**config.mk**
```make
export PLATFORM = sky130hd
export DESIGN_NAME = sorted_max_priority_queue
export DESIGN_NICKNAME = d
export VERILOG_FILES = /design/src/rtl/core/smpq_pkg.sv /design/src/rtl/core/smpq_ram.sv /design/src/rtl/core/sorted_max_priority_queue.sv
export SDC_FILE = /design/constraint.sdc
export NUM_CORES = 1
export LEC_CHECK = 0
export BUFFER_PORTS_ARGS = -buffer_cell sky130_fd_sc_hd__buf_2
export CAP_MARGIN = 40
export CELL_PAD_IN_SITES_DETAIL_PLACEMENT = 0
export CELL_PAD_IN_SITES_GLOBAL_PLACEMENT = 1
export CORE_UTILIZATION = 50
export DETAILED_ROUTE_END_ITERATION = 12
export HOLD_SLACK_MARGIN = 0.05
export PLACE_DENSITY_LB_ADDON = 0.1
export SKIP_CTS_REPAIR_TIMING = 1
export SYNTH_ARGS = -nofsm -noshare
export SYNTH_HDL_FRONTEND = slang
export SYNTH_SLANG_ARGS = --single-unit
```
**constraint.sdc**
```tcl
create_clock -name clk -period 9.7 [get_ports clk]
set_clock_uncertainty 0.1 [all_clocks]
set_input_delay 0.97 -clock clk [delete_from_list [all_inputs] [get_ports clk]]
set_output_delay 0.97 -clock clk [all_outputs]
set_load 0.005 [all_outputs]
```
**src/rtl/core/smpq_pkg.sv**
```systemverilog
// shared constants for the sorted max priority queue
// sizes, operation codes and status codes; no dependencies
package smpq_pkg;

    localparam int DEPTH  = 16;
    localparam int KEY_W  = 32;
    localparam int IDX_W  = (DEPTH > 1) ? $clog2(DEPTH) : 1;
    localparam int CNT_W  = $clog2(DEPTH + 1);
    localparam int POS_W  = 6;
    localparam int OCNT_W = 7;

    localparam logic [1:0] OP_INSERT = 2'd0;
    localparam logic [1:0] OP_REMOVE = 2'd1;
    localparam logic [1:0] OP_DUMP   = 2'd2;
    localparam logic [1:0] OP_NOP    = 2'd3;

    localparam logic [1:0] STAT_OK        = 2'd0;
    localparam logic [1:0] STAT_FULL      = 2'd1;
    localparam logic [1:0] STAT_NOT_FOUND = 2'd2;
    localparam logic [1:0] STAT_EMPTY     = 2'd3;

endpackage

```
**src/rtl/core/smpq_ram.sv**
```systemverilog
// generic simple dual-port ram, one write port and one registered read port
// no dependencies
module smpq_ram #(
    parameter int WIDTH = 32,
    parameter int DEPTH = 16
) (
    input  logic                                      clk,
    input  logic                                      we,
    input  logic [((DEPTH > 1) ? $clog2(DEPTH) : 1)-1:0] waddr,
    input  logic [WIDTH-1:0]                          wdata,
    input  logic [((DEPTH > 1) ? $clog2(DEPTH) : 1)-1:0] raddr,
    output logic [WIDTH-1:0]                          rdata
);

    logic [WIDTH-1:0] mem [DEPTH];

    always_ff @(posedge clk)
    begin
        if (we)
        begin
            mem[waddr] <= wdata;
        end
        rdata <= mem[raddr];
    end

endmodule

```
**src/rtl/core/sorted_max_priority_queue.sv**
```systemverilog
// Sorted maximum priority queue: keys are held in descending order in one key
// memory (one write port, one registered read port) walked by a sequencer, one
// entry per cycle. An insert walks from the tail towards the head, moving each
// smaller entry one place towards the tail, and writes the key behind the first
// entry not smaller than it, or at the head; a remove searches from the head
// and moves the later entries one place forward; a dump streams one result per
// cycle. Full, empty and an insert into an empty queue answer the cycle after
// start. busy is high while an operation walks the memory; the receiver cannot
// hold results off, and each is shown for exactly one cycle on result_valid.
// depends on smpq_pkg and smpq_ram
module sorted_max_priority_queue
    import smpq_pkg::*;
(
    input  logic                     clk,
    input  logic                     rst_n,
    input  logic                     start,
    output logic                     busy,
    input  logic [1:0]               opcode,
    input  logic signed [KEY_W-1:0]  key_value,
    output logic                     result_valid,
    output logic signed [KEY_W-1:0]  out_key,
    output logic [POS_W-1:0]         out_position,
    output logic [1:0]               status,
    output logic                     last_result,
    output logic [OCNT_W-1:0]        entry_count
);

    typedef enum logic [2:0] {
        S_IDLE,
        S_INS,
        S_INS0,
        S_FIND,
        S_SHIFT,
        S_DUMP
    } state_t;

    state_t                  state_reg, state_next;
    logic [CNT_W-1:0]        count_reg, count_next;
    logic [IDX_W-1:0]        cur_reg, cur_next;
    logic [IDX_W-1:0]        pos_reg, pos_next;
    logic signed [KEY_W-1:0] key_reg, key_next;

    logic                    res_v_reg, res_v_next;
    logic signed [KEY_W-1:0] res_key_reg, res_key_next;
    logic [POS_W-1:0]        res_pos_reg, res_pos_next;
    logic [1:0]              res_stat_reg, res_stat_next;
    logic                    res_last_reg, res_last_next;
    logic [OCNT_W-1:0]       res_cnt_reg, res_cnt_next;

    logic                    ram_we;
    logic [IDX_W-1:0]        ram_waddr;
    logic [KEY_W-1:0]        ram_wdata;
    logic [IDX_W-1:0]        ram_raddr;
    logic [KEY_W-1:0]        ram_rdata;

    logic [CNT_W-1:0]        cur_ext;
    logic [CNT_W-1:0]        count_m1;
    logic [CNT_W-1:0]        count_p1;
    logic                    at_last;
    logic                    rd_less;
    logic                    rd_equal;

    smpq_ram #(
        .WIDTH (KEY_W),
        .DEPTH (DEPTH)
    ) u_keys (
        .clk   (clk),
        .we    (ram_we),
        .waddr (ram_waddr),
        .wdata (ram_wdata),
        .raddr (ram_raddr),
        .rdata (ram_rdata)
    );

    assign cur_ext  = CNT_W'(cur_reg);
    assign count_m1 = count_reg - CNT_W'(1);
    assign count_p1 = count_reg + CNT_W'(1);
    assign at_last  = (cur_ext == count_m1);
    assign rd_less  = ($signed(ram_rdata) < key_reg);
    assign rd_equal = (ram_rdata == key_reg);

    always_comb
    begin
        state_next    = state_reg;
        count_next    = count_reg;
        cur_next      = cur_reg;
        pos_next      = pos_reg;
        key_next      = key_reg;
        res_v_next    = 1'b0;
        res_key_next  = res_key_reg;
        res_pos_next  = res_pos_reg;
        res_stat_next = res_stat_reg;
        res_last_next = res_last_reg;
        res_cnt_next  = res_cnt_reg;
        ram_we        = 1'b0;
        ram_waddr     = '0;
        ram_wdata     = key_reg;
        ram_raddr     = '0;

        case (state_reg)
            S_IDLE:
            begin
                if (start)
                begin
                    key_next = key_value;
                    case (opcode)
                        OP_INSERT:
                        begin
                            if (count_reg == CNT_W'(DEPTH))
                            begin
                                res_v_next    = 1'b1;
                                res_key_next  = key_value;
                                res_pos_next  = '0;
                                res_stat_next = STAT_FULL;
                                res_last_next = 1'b1;
                                res_cnt_next  = OCNT_W'(count_reg);
                            end
                            else if (count_reg == '0)
                            begin
                                ram_we        = 1'b1;
                                ram_waddr     = '0;
                                ram_wdata     = key_value;
                                count_next    = CNT_W'(1);
                                res_v_next    = 1'b1;
                                res_key_next  = key_value;
                                res_pos_next  = '0;
                                res_stat_next = STAT_OK;
                                res_last_next = 1'b1;
                                res_cnt_next  = OCNT_W'(1);
                            end
                            else
                            begin
                                // walk from the tail towards the head
                                ram_raddr  = count_m1[IDX_W-1:0];
                                cur_next   = count_m1[IDX_W-1:0];
                                state_next = S_INS;
                            end
                        end
                        OP_REMOVE:
                        begin
                            if (count_reg == '0)
                            begin
                                res_v_next    = 1'b1;
                                res_key_next  = key_value;
                                res_pos_next  = '0;
                                res_stat_next = STAT_NOT_FOUND;
                                res_last_next = 1'b1;
                                res_cnt_next  = '0;
                            end
                            else
                            begin
                                ram_raddr  = '0;
                                cur_next   = '0;
                                state_next = S_FIND;
                            end
                        end
                        OP_DUMP:
                        begin
                            if (count_reg == '0)
                            begin
                                res_v_next    = 1'b1;
                                res_key_next  = '0;
                                res_pos_next  = '0;
                                res_stat_next = STAT_EMPTY;
                                res_last_next = 1'b1;
                                res_cnt_next  = '0;
                            end
                            else
                            begin
                                ram_raddr  = '0;
                                cur_next   = '0;
                                state_next = S_DUMP;
                            end
                        end
                        default:
                        begin
                            state_next = S_IDLE;
                        end
                    endcase
                end
            end

            S_INS:
            begin
                ram_we    = 1'b1;
                ram_waddr = cur_reg + IDX_W'(1);
                if (rd_less)
                begin
                    // smaller entry moves one place towards the tail
                    ram_wdata = ram_rdata;
                    if (cur_reg == '0)
                    begin
                        state_next = S_INS0;
                    end
                    else
                    begin
                        ram_raddr = cur_reg - IDX_W'(1);
                        cur_next  = cur_reg - IDX_W'(1);
                    end
                end
                else
                begin
                    ram_wdata     = key_reg;
                    count_next    = count_p1;
                    res_v_next    = 1'b1;
                    res_key_next  = key_reg;
                    res_pos_next  = POS_W'(cur_reg + IDX_W'(1));
                    res_stat_next = STAT_OK;
                    res_last_next = 1'b1;
                    res_cnt_next  = OCNT_W'(count_p1);
                    state_next    = S_IDLE;
                end
            end

            S_INS0:
            begin
                ram_we        = 1'b1;
                ram_waddr     = '0;
                ram_wdata     = key_reg;
                count_next    = count_p1;
                res_v_next    = 1'b1;
                res_key_next  = key_reg;
                res_pos_next  = '0;
                res_stat_next = STAT_OK;
                res_last_next = 1'b1;
                res_cnt_next  = OCNT_W'(count_p1);
                state_next    = S_IDLE;
            end

            S_FIND:
            begin
                // next entry is fetched ahead, needed both for search and shift
                if (!at_last)
                begin
                    ram_raddr = cur_reg + IDX_W'(1);
                end
                if (rd_equal)
                begin
                    pos_next = cur_reg;
                    if (at_last)
                    begin
                        count_next    = count_m1;
                        res_v_next    = 1'b1;
                        res_key_next  = key_reg;
                        res_pos_next  = POS_W'(cur_reg);
                        res_stat_next = STAT_OK;
                        res_last_next = 1'b1;
                        res_cnt_next  = OCNT_W'(count_m1);
                        state_next    = S_IDLE;
                    end
                    else
                    begin
                        state_next = S_SHIFT;
                    end
                end
                else if (at_last)
                begin
                    res_v_next    = 1'b1;
                    res_key_next  = key_reg;
                    res_pos_next  = '0;
                    res_stat_next = STAT_NOT_FOUND;
                    res_last_next = 1'b1;
                    res_cnt_next  = OCNT_W'(count_reg);
                    state_next    = S_IDLE;
                end
                else
                begin
                    cur_next = cur_reg + IDX_W'(1);
                end
            end

            S_SHIFT:
            begin
                // read data is the entry one place behind cur
                ram_we    = 1'b1;
                ram_waddr = cur_reg;
                ram_wdata = ram_rdata;
                if ((cur_ext + CNT_W'(1)) == count_m1)
                begin
                    count_next    = count_m1;
                    res_v_next    = 1'b1;
                    res_key_next  = key_reg;
                    res_pos_next  = POS_W'(pos_reg);
                    res_stat_next = STAT_OK;
                    res_last_next = 1'b1;
                    res_cnt_next  = OCNT_W'(count_m1);
                    state_next    = S_IDLE;
                end
                else
                begin
                    ram_raddr = cur_reg + IDX_W'(2);
                    cur_next  = cur_reg + IDX_W'(1);
                end
            end

            S_DUMP:
            begin
                res_v_next    = 1'b1;
                res_key_next  = $signed(ram_rdata);
                res_pos_next  = POS_W'(cur_reg);
                res_stat_next = STAT_OK;
                res_last_next = at_last;
                res_cnt_next  = OCNT_W'(count_reg);
                if (at_last)
                begin
                    state_next = S_IDLE;
                end
                else
                begin
                    ram_raddr = cur_reg + IDX_W'(1);
                    cur_next  = cur_reg + IDX_W'(1);
                end
            end

            default:
            begin
                state_next = S_IDLE;
            end
        endcase
    end

    always_ff @(posedge clk or negedge rst_n)
    begin
        if (!rst_n)
        begin
            state_reg <= S_IDLE;
            count_reg <= '0;
            res_v_reg <= 1'b0;
        end
        else
        begin
            state_reg <= state_next;
            count_reg <= count_next;
            res_v_reg <= res_v_next;
        end
    end

    always_ff @(posedge clk)
    begin
        cur_reg      <= cur_next;
        pos_reg      <= pos_next;
        key_reg      <= key_next;
        res_key_reg  <= res_key_next;
        res_pos_reg  <= res_pos_next;
        res_stat_reg <= res_stat_next;
        res_last_reg <= res_last_next;
        res_cnt_reg  <= res_cnt_next;
    end

    assign busy         = (state_reg != S_IDLE);
    assign result_valid = res_v_reg;
    assign out_key      = res_key_reg;
    assign out_position = res_pos_reg;
    assign status       = res_stat_reg;
    assign last_result  = res_last_reg;
    assign entry_count  = res_cnt_reg;

endmodule

```
-- Word-level counts from Yosys, hierarchy flattened
Memories as Yosys holds them, arrays and structs flattened. A register that Yosys moved wholly into a read port is not among the register bits.
Cells that the tools add are included.
- $add $sub $neg: 7
- $lt $le $gt $ge: 1
- equal/unequal tests: 35
- muxes and demuxes: 113
- reduce and logical (&&, ||, !) cells: 22
- operators by type and width (cell ; count):
    two-way mux 32 bit ; 12
    one-hot mux 32 bit (3 select lines) ; 2
    one-hot mux 32 bit (6 select lines) ; 1
    two-way mux 4 bit ; 17
    two-way mux 7 bit ; 9
    two-way mux 6 bit ; 8
    one-hot mux 7 bit (6 select lines) ; 1
    two-way mux 5 bit ; 8
    one-hot mux 6 bit (6 select lines) ; 1
    two-way mux 3 bit ; 11
    equality test 32 bit ; 1
    less-than comparator 32 bit ; 1
    != test 3 bit (second input constant) ; 9
    one-hot mux 5 bit (5 select lines) ; 1
    != test 2 bit (second input constant) ; 11
    two-way mux 2 bit ; 10
    one-hot mux 4 bit (5 select lines) ; 1
    AND reduction 9 bit ; 2
    two-way mux 1 bit ; 17
    one-hot mux 4 bit (2 select lines) ; 2
    one-hot mux 4 bit (4 select lines) ; 1
    one-hot mux 3 bit (5 select lines) ; 1
    nonzero test 5 bit ; 3
    one-hot mux 7 bit (2 select lines) ; 1
    other kinds (38) ; 47
- register bits: 97
- bits in writable memories: 512
- input port bits: 37
- output and inout bits: 50
- logic and storage cells: 190
- memories: 1
- memories (memory ; depth ; width ; read ports ; clocked after memory_dff ; wr ports ; RTL line ; RTL):
    u_keys.mem ; 16 ; 32 ; 1 ; 1 ; 1 ; smpq_ram.sv:15 ; logic [WIDTH-1:0] mem [DEPTH];

-- Logic depth before layout (Yosys ltp)
Gate-level depths: netlist of the first run.
- word-level depth: 8
- mapped depth: 15
- mapped depth without buffers: 12

-- Cells and area by module
A second synthesis of the first run with hierarchy kept.
- cells, all modules: 1594
- area total of the unflattened synthesis: 27000.9 um2
- modules (own cells, without submodules) (module ; times used ; cells an instance ; area each (um2) ; seq. area each (um2)):
    smpq_ram ; 1 ; 838 ; 19835.3 ; 16015.4
    sorted_max_priority_queue ; 1 ; 756 ; 7165.6 ; 2807.7

-- Least setup slack after synthesis of the first run
No wires, ideal clock.
- path type: flip-flop to flip-flop
- start: reg key_reg[1]
- end: reg res_key_reg[0], in the netlist out_key[0] (enable)
- setup time: 0.432 ns
- data arrival time: 3.783 ns
- data required time: 9.168 ns
- slack: 5.385 ns
- stages on the path, launching flop included: 11
- buffers on the path: 0
- period minus slack after synthesis: 4.315 ns
- cell sequence: edfxtp_1 inv_1 ha_1 nor2b_1 o211ai_1 a21oi_1 o31a_1 nor4_1 or2_2 o211ai_1 a21oi_1
- word-level cells in the longest chain between the ends: 3
- ends and longest elaborated chain (what ; RTL line ; RTL):
    from (decl) ; sorted_max_priority_queue.sv:41 ; logic signed [KEY_W-1:0] key_reg, key_next;
    from (signal assigned) ; sorted_max_priority_queue.sv:342 ; key_reg <= key_next;
    less-than comparator 32 bit ; sorted_max_priority_queue.sv:79 ; assign rd_less = ($signed(ram_rdata) < key_reg);
    != test 2 bit (no line) ; n/a ;
    AND reduction 7 bit (no line) ; n/a ;
    to (signal assigned) ; sorted_max_priority_queue.sv:343 ; res_key_reg <= res_key_next;
    to (decl) ; sorted_max_priority_queue.sv:44 ; logic signed [KEY_W-1:0] res_key_reg, res_key_next;
Every way passes these cells.
A chain may end at the register's enable or synchronous reset.

-- Final worst setup path of the first run
- start: reg count_reg[0]
- end: reg u_keys.rdata[14] (read register of u_keys.mem)
- word-level cells in the longest chain between the ends: 6
- elaborated cells between the ends (all ways): 12
- those cells by class: add/sub: 1; eq/ne: 3; mux: 7; reduce/logical: 1
- ends and longest elaborated chain (what ; RTL line ; RTL):
    from (decl) ; sorted_max_priority_queue.sv:38 ; logic [CNT_W-1:0] count_reg, count_next;
    from (signal assigned) ; sorted_max_priority_queue.sv:333 ; count_reg <= count_next;
    subtractor 5 x 1 -> 5 bit or zero test 5 bit (tied branches) ; sorted_max_priority_queue.sv:76, sorted_max_priority_queue.sv:118 ;
    two-way mux 4 bit ; sorted_max_priority_queue.sv:118 ; else if (count_reg == '0)
    two-way mux 4 bit ; sorted_max_priority_queue.sv:109 ; if (count_reg == CNT_W'(DEPTH))
    two-way mux 4 bit ; n/a ;
    two-way mux 4 bit ; sorted_max_priority_queue.sv:103 ; if (start)
    one-hot mux 4 bit (4 select lines) (*) ; sorted_max_priority_queue.sv:100 ; case (state_reg)
    to (decl) ; smpq_ram.sv:12 ; output logic [WIDTH-1:0] rdata
Every way passes the cells marked *; elsewhere a longest branch is shown, timed or not.

==> results.py, run 1 <==
metrics = {
    "critical_path": {
        "arrival_ns": 5.77,
        "max_stage_delay_ns": 0.73,
        "crit_start": "count_reg[0]",
        "r2r-end": "u_keys.rdata[14]",
        "start_kind": "register",
        "critPathCaptureType": "register",
        "cp_max_fo": 48,
        "crit_path_cell_trace": "inv_1 -> ha_1 -> nor3b_4 -> xnor2_2 -> nand4_2 -> and3_4 -> a222oi_1 -> o41ai_2 -> o21ai_4 -> buf_4 -> a22oi_1 -> a22o_1",
        "reg2reg_slack_ns": 4.31,
        "crit_end": "u_keys.rdata[14]",
        "rr_worst_depth": 12,
        "required_ns": 10.09,
        "timing.rr.start": "count_reg[0]",
        "path_class": "register to register",
        "worst_path_max_delay_cell": "buf_4",
    },
    "clock_tree": {
        "root_buffer": "clkbuf_16",
        "htree_num_levels": 3,
        "clock_path_buffers": 3,
        "cts_buffers": 68,
        "clk_latency_ns": 0.61,
        "cts.reportedPaths.clkPinSlew_ns": 0.06,
        "cts_tree": "built",
        "cts_sinks": 639,
    },
    "sta": {
        "slew_violations": 0,
        "whs_ns": 0.127,
        "relSlewSlack_pct": 32.7,
        "hold_viol": 0,
        "setup_viol": 0,
        "rsz0062_at_grt": "false",
        "max_freq_mhz": 186,
        "min_period_ns": 5.39,
        "setup_tns_ns": 0,
        "worstMarginPinSlew_ns": 1.01,
        "min_period_over_period_pct": 55.6,
    },
    "logic_synthesis": {
        "synth.largest_area_cell": "edfxtp_1",
        "async_flop_share_pct": 1.41,
        "ys_seq_area_share_pct": 67.9,
        "synthCells": 1772,
        "synth_edf_count": 598,
        "synth_top_area_share_pct": 64.8,
        "yosysMostFrequentCell": "edfxtp_1",
        "syn_area_um2": 27700,
        "synthSimpleGateAreaFrac_pct": 4.09,
        "synthTopCellsByArea": "edfxtp_1, mux2i_1, a22oi_1, dfxtp_1, ha_1",
        "synth_top_family_by_area": "compound AO/OA/AOI/OAI gates",
        "yosysUniqueCellTypes": 74,
        "synth_warnings": 0,
        "synth_compound_area_share_pct": 11.2,
        "ys_ff_latch": 639,
        "synth-adder-area-share_pct": 2.17,
        "postSynthAreaPerCell_um2": 15.6,
        "synth.top_cells.by_count": "edfxtp_1, mux2i_1, a22oi_1",
        "synth_mux_area_share_pct": 10.4,
        "synth_xor_area_share_pct": 0.889,
        "ys.flop_type": "edfxtp_1",
    },
    "run": {
        "max_cap_violations": 0,
    },
    "global_route": {
        "gr-total-overflow": 0,
        "antenna_found_initial": 0,
        "grt_usage_pct": 26.2,
        "grt_pass1_vias": 16100,
        "grt_pass1_wl_um": 107000,
        "grt_max_degree": 129,
    },
    "die": {
        "dieArea_um2": 56400,
        "core_area_um2": 54300,
        "initial_core_util_pct": 51.0,
        "die_width_um": 237,
        "io_pins": 87,
        "rows": 85,
        "die_h_um": 237,
    },
    "final_layout": {
        "largest_reg_flops": 512,
        "n_antenna_cell": 0,
        "regMostFlops": "u_keys.mem",
        "drive_above_1_share_pct": 14.7,
        "stdcell_count": 2653,
        "area_delta_synth_final_pct": 12.3,
        "nets": 1944,
    },
    "placed_design": {
        "place_congestion": 0.867,
        "hpwl_um": 39400,
        "portBuffers": 84,
        "placed_cells": 2528,
    },
    "drt": {
        "drtPass1Iterations": 5,
        "drc": 0,
        "wl_um": 73000,
        "vias": 16200,
        "via_per_inst": 6.11,
        "wire_per_inst_um": 27.5,
        "postRouteAntennaNets": 0,
        "drt-initial-drc-count": 1456,
    },
    "pwr": {
        "power_density_nw_per_um2": 385,
        "power.leakage_nw": 11.3,
        "peakVddDrop_v": 0.000338,
    },
    "worst_hold_path": {
        "hp-class": "input pin to async pin",
    },
    "run_status": {
        "run_status": "completed",
    },
}
[cell usage in the layout (no fill, tap or decap), types with 15 or more instances in the layout]
master and instances:
clkinv_1 15, nor2b_1 32, dfxtp_1 32, a21oi_1 30, a22o_1 36, o21ai_0 60
nor2_1 48, buf_2 85, buf_4 36, ha_1 48, edfxtp_1 598, a221oi_1 55
a22oi_1 101, nand2_1 43, clkbuf_16 72, a221o_1 33, nor2_4 19, mux2i_1 288
clkbuf_1 17, inv_1 48
[power breakdown]
group / leakage [nW] / switching, mW / internal, mW / total, mW
combinational: 4.43 / 3.18 / 1.72 / 4.90
clock: 1.06 / 1.05 / 1.48 / 2.53
sequential: 5.86 / 0.290 / 4.27 / 4.55
total: 11.3 / 4.52 / 7.46 / 12.0
[cells by family (layout without fill, tap and decap cells)]
family	after synthesis	after routing
AO/OA/AOI/OAI	400	400
XOR/XNOR	21	21
adder cells (fa/ha/maj)	48	48
buffers and inverters	159	300
flip-flops	639	639
multiplexers	288	288
other	1	2
AND/OR/NAND/NOR	216	216
[metal layers]
layer / vias up / share of wire (%) / GRT usage, %
li1: 7242 / - / -
met3: 124 / 5.8 / 4.47
met5: - / 0 / 0
met1: 8292 / 43 / 35.0
met2: 548 / 49 / 43.5
met4: 0 / 2.5 / 8.58
[per-stage QoR]
stage	utilization, %	power, mW	instance area (µm²)	setup WS (ns)
after floorplan	-	7.89	27700	5.39
after CTS	57.3	12.0	31100	4.33
after global routing	57.3	12.5	31100	4.04
final	57.3	12.0	31100	4.31
after global placement	53.1	9.35	28900	4.12
after detailed placement	53.3	9.50	28900	4.35
[worst min path at each step]
stage	start	to	slack (ns)	cells past startpoint
after CTS	rst_n	count_reg[4]	0.11	1
final	rst_n	count_reg[4]	0.13	1
after floorplan	cur_reg[3]	pos_reg[3]	0.35	0
after global placement	out_position[0]	out_position[0]	0.43	2
after detailed placement	out_position[0]	out_position[0]	0.45	2
after global routing	rst_n	count_reg[4]	0.13	1
[area by class of cell]
type | instances | area [µm²]
clock inverter | 28 | 206
tap | 739 | 925
timing repair buffer | 127 | 813
inverter | 48 | 180
clock buffer | 97 | 1980
fill | 4294 | 23200
sequential | 639 | 18800
multi-input combinational | 975 | 8200
[critical path, delay by kind of cell, from the launching register on]
kind	cells	cell delay, ns
compound gates	5	1.97
simple gates	3	1.16
buf+inv	2	0.85
flops	1	0.55
fa+ha+maj	1	0.39
xor+xnor	1	0.20
No activity file was read; power rests on OpenSTA's default activity.
==> run 2: changes to the inputs <==
- CORE_UTILIZATION: 50 -> 48
- clock period: 9.7 -> 4.7 ns (I/O delays scaled with it)
==> results.py, run 2 (synthesis results as in run 1) <==
metrics = {
    "critical_path": {
        "required_ns": 4.94,
        "r2r-end": "u_keys.mem[4][15]",
        "timing.rr.start": "key_reg[31]",
        "crit_end": "u_keys.mem[4][15]",
        "cp_max_fo": 31,
        "reg2reg_slack_ns": 0.40,
        "critPathCaptureType": "register",
        "rr_worst_depth": 13,
        "path_class": "register to register",
        "arrival_ns": 4.54,
        "crit_start": "key_reg[31]",
        "start_kind": "register",
    },
    "sta": {
        "min_period_ns": 4.30,
        "hold_viol": 0,
        "relSlewSlack_pct": 42.4,
        "setup_tns_ns": 0,
        "worstMarginPinSlew_ns": 0.855,
        "slew_violations": 0,
        "whs_ns": 0.0778,
        "min_period_over_period_pct": 91.5,
        "rsz0062_at_grt": "false",
        "max_freq_mhz": 233,
        "setup_viol": 0,
    },
    "pwr": {
        "power.total_mw": 26.0,
        "peakVddDrop_v": 0.000540,
        "power.leakage_nw": 12.0,
        "power_density_nw_per_um2": 801,
    },
    "drt": {
        "wire_per_inst_um": 27.4,
        "via_per_inst": 6.01,
        "drc": 0,
        "vias": 16600,
        "wl_um": 75900,
        "drtPass1Iterations": 6,
        "drt-initial-drc-count": 1395,
        "postRouteAntennaNets": 0,
    },
    "run": {
        "max_cap_violations": 0,
    },
    "final_layout": {
        "largest_reg_flops": 512,
        "n_antenna_cell": 0,
        "register_area_um2": 18800,
        "drive_above_1_share_pct": 18.0,
        "regMostFlops": "u_keys.mem",
        "final_cell_mix": "edfxtp_1, mux2i_1, a22oi_1",
        "multi_input_area_um2": 8190,
        "nets": 2043,
        "area_delta_synth_final_pct": 17.2,
        "final_area_um2": 32500,
        "nFillCells": 4381,
        "final_common_cell": "edfxtp_1",
    },
    "run_status": {
        "run_status": "completed",
    },
    "clock_tree": {
        "htree_num_levels": 3,
        "clk_latency_ns": 0.61,
        "cts.reportedPaths.clkPinSlew_ns": 0.06,
        "cts_tree": "built",
        "cts_sinks": 639,
        "clock_path_buffers": 3,
        "cts_buffers": 68,
        "root_buffer": "clkbuf_16",
    },
    "die": {
        "die_width_um": 242,
        "initial_core_util_pct": 48.9,
        "core_area_um2": 56700,
        "io_pins": 87,
        "rows": 87,
        "dieArea_um2": 58700,
        "die_h_um": 242,
    },
    "placed_design": {
        "hpwl_um": 42100,
        "place_area_um2": 29800,
        "place_congestion": 0.845,
        "portBuffers": 84,
    },
    "global_route": {
        "gr-total-overflow": 0,
        "antenna_found_initial": 2,
        "grt_pass1_vias": 16500,
        "grt_max_degree": 65,
        "grt_pass1_wl_um": 111000,
        "grt_usage_pct": 25.9,
    },
    "worst_hold_path": {
        "hp-class": "input pin to register",
    },
}
[run 2: changes by cell type in the layout (fill, tap and decap cells not counted), moves of 2 or more]
cell           change
clkinv_2           +7
clkbuf_1           -2
clkinv_1          -10
bufinv_16          +6
buf_8              -2
dlygate4sd3_1     +32
buf_12            +32
buf_4             +39
[run 2: layout make-up]
cell class / instances / share of cell area (%)
inverters: 48 / 0.554
clock inverters: 32 / 1.22
multi-input cells: 975 / 25.2
repair buffers: 226 / 6.17
flip-flops and latches: 639 / 57.9
clock buffers: 94 / 6.01
well taps: 756 / 2.91
[run 2: worst min path at each step]
stage / from / end / cells past startpoint
6_report: key_value[15] / key_reg[15] / 1
3_3_place_gp: rst_n / result_valid / 1
5_1_grt: key_value[15] / key_reg[15] / 1
3_5_place_dp: rst_n / result_valid / 1
4_1_cts: rst_n / state_reg[2] / 1
2_1_floorplan: rst_n / count_reg[0] / 0
[run 2: routing by layer]
layer	global-route usage, %	share of wire (%)	vias to the layer above
li1	-	-	7468
met1	35.5	43	8488
met2	42.1	48	556
met3	3.42	5.7	137
met4	9.83	3.1	0
met5	0	0	-
[run 2: through the flow]
stage                     setup slack [ns]  utilization, %  instances
final                                0.399            57.3       2770
after global routing                 0.199            57.3       2770
after CTS                            0.200            56.7       2737
after detailed placement             0.228            52.6       2611
after global placement               0.291            52.6       2611
after floorplan                      0.385               -       1773
[run 2: worst max-delay path, cell delays in order, from the launching register on]
cell and delay, ns:
edfxtp_1 0.39, inv_1 0.06, ha_1 0.43, nand4_1 0.20, or2_1 0.35, nor4_4 0.41, o31a_1 0.45, nor4_1 0.16
or2_2 0.38, nor2_1 0.19, o21ai_4 0.08, buf_12 0.21, a221o_1 0.41, buf_4 0.20
[run 2: power breakdown]
part           switching (mW)  leakage [nW]  internal [mW]
registers               0.564          5.86           8.77
logic                    6.83          4.99           4.28
clock network            2.22          1.15           3.37
total                    9.62          12.0           16.4
==> run 3: changes to the inputs <==
- CORE_UTILIZATION: 48 -> 50
- clock period: 4.7 -> 4.5 ns (I/O delays scaled with it)
==> results.py, run 3 (synthesis results as in run 1) <==
metrics = {
    "run_status": {
        "run_status": "completed",
    },
    "critical_path": {
        "worst_path_max_delay_cell": "o41ai_2",
        "arrival_ns": 4.49,
        "cp_top_family": "compound AO/OA/AOI/OAI gates",
        "crit_path_cell_trace": "inv_1 -> ha_1 -> a21o_1 -> a21oi_1 -> o21a_1 -> a31oi_1 -> buf_4 -> o31a_1 -> o41ai_2 -> nor3b_4 -> buf_12 -> a22oi_1 -> a22o_1",
        "rr_worst_depth": 13,
        "critPathCaptureType": "register",
        "max_stage_delay_ns": 0.72,
        "start_kind": "register",
        "crit_buf_inv": 3,
        "path_class": "register to register",
        "cp_num_cells": 13,
        "cp_max_fo": 42,
        "required_ns": 4.88,
    },
    "global_route": {
        "grt_pass1_wl_um": 110000,
        "grt_pass1_vias": 16300,
        "grt_max_degree": 45,
        "antenna_found_initial": 0,
        "grt_usage_pct": 26.9,
        "gr-total-overflow": 0,
    },
    "sta": {
        "setup_viol": 0,
        "min_period_over_period_pct": 91.5,
        "setup_tns_ns": 0,
        "slew_violations": 0,
        "relSlewSlack_pct": 42.4,
        "min_period_ns": 4.12,
        "max_freq_mhz": 243,
        "worstMarginPinSlew_ns": 0.856,
        "hold_viol": 0,
        "rsz0062_at_grt": "false",
    },
    "pwr": {
        "power_density_nw_per_um2": 833,
        "peakVddDrop_v": 0.000814,
        "power.total_mw": 27.2,
        "power.leakage_nw": 12.1,
    },
    "clock_tree": {
        "htree_num_levels": 3,
        "clock_path_buffers": 3,
        "cts_sinks": 639,
        "cts_tree": "built",
        "root_buffer": "clkbuf_16",
        "cts.reportedPaths.clkPinSlew_ns": 0.06,
        "clk_latency_ns": 0.60,
        "cts_buffers": 68,
    },
    "die": {
        "initial_core_util_pct": 51.0,
        "die_width_um": 237,
        "die_h_um": 237,
        "core_area_um2": 54300,
        "dieArea_um2": 56400,
        "io_pins": 87,
        "rows": 85,
    },
    "placed_design": {
        "portBuffers": 84,
        "placed_cells": 2623,
        "place_congestion": 0.870,
        "hpwl_um": 44800,
    },
    "drt": {
        "drc": 0,
        "vias": 16900,
        "wire_per_inst_um": 27.2,
        "wl_um": 75600,
        "via_per_inst": 6.07,
        "drtPass1Iterations": 5,
        "postRouteAntennaNets": 0,
        "drt-initial-drc-count": 1608,
    },
    "final_layout": {
        "final_common_cell": "edfxtp_1",
        "stdcell_count": 2778,
        "area_delta_synth_final_pct": 17.9,
        "largest_reg_flops": 512,
        "drive_above_1_share_pct": 18.6,
        "nFillCells": 4096,
        "regMostFlops": "u_keys.mem",
        "nets": 2072,
        "n_antenna_cell": 0,
        "final_cell_mix": "edfxtp_1, mux2i_1, a22oi_1",
    },
    "run": {
        "max_cap_violations": 0,
    },
    "worst_hold_path": {
        "hp-class": "input pin to async pin",
    },
}
## run 3: cell types whose count changed in the layout (fill, tap and decap cells not counted), moves of 3 or more
cell	change
clkinvlp_4	+3
clkbuf_1	+3
clkinv_2	-3
clkbuf_16	-3
buf_12	+10
clkbuf_8	-6
clkinv_1	+4
buf_4	+16
## run 3: area by class of cell
| type | count | area, µm² | area share (%) |
|---|---|---|---|
| Clock inverter | 34 | 379 | 1.16 |
| Multi-Input combinational cell | 975 | 8190 | 25.1 |
| Clock buffer | 88 | 1810 | 5.53 |
| Sequential cell | 639 | 18800 | 57.6 |
| Timing Repair Buffer | 255 | 2370 | 7.26 |
| Inverter | 48 | 180 | 0.551 |
| Tap cell | 739 | 925 | 2.83 |
## run 3: worst reg2reg max path, cell delays in order (launching register included)
cell	delay, ns
edfxtp_1	0.37
inv_1	0.06
ha_1	0.32
a21o_1	0.19
a21oi_1	0.26
o21a_1	0.21
a31oi_1	0.16
buf_4	0.21
o31a_1	0.28
o41ai_2	0.72
nor3b_4	0.40
buf_12	0.32
a22oi_1	0.15
a22o_1	0.26
## run 3: layer usage
| layer | vias to the layer above | GRT usage, % | share of wire (%) |
|---|---|---|---|
| li1 | 7510 | - | - |
| met1 | 8603 | 37.7 | 44 |
| met2 | 633 | 43.1 | 47 |
| met3 | 120 | 4.62 | 6.8 |
| met4 | 0 | 8.07 | 2.4 |
| met5 | - | 0 | 0 |
## run 3: report_power, final
part | total (mW) | internal (mW) | leakage, nW | switching, mW
Sequential | 9.72 | 9.15 | 5.86 | 0.569
Combinational | 12.0 | 4.74 | 5.18 | 7.24
Clock | 5.54 | 3.30 | 1.05 | 2.24
Total | 27.2 | 17.2 | 12.1 | 10.0
## run 3: worst paths after layout
| path | start | to | slack (ns) |
|---|---|---|---|
| min | rst_n | result_valid | 0.16 |
| min in group clk | start | result_valid | 0.30 |
| min reg2reg | out_position[0] | out_position[0] | 0.47 |
| max reg2reg | key_reg[22] | u_keys.rdata[18] | 0.38 |
| max in group asynchronous | rst_n | count_reg[4] | 3.92 |
| max | key_reg[22] | u_keys.rdata[18] | 0.38 |
## run 3: metrics by stage
stage	utilization (%)	hold WS, ns	area, µm²	setup WS, ns
5_1_grt	60.1	0.178	32700	0.114
2_1_floorplan	-	0.0544	27700	0.185
6_report	60.1	0.160	32700	0.383
4_1_cts	59.5	-0.407	32300	0.369
3_5_place_dp	55.5	0.231	30200	0.399
3_3_place_gp	55.4	0.235	30100	0.370
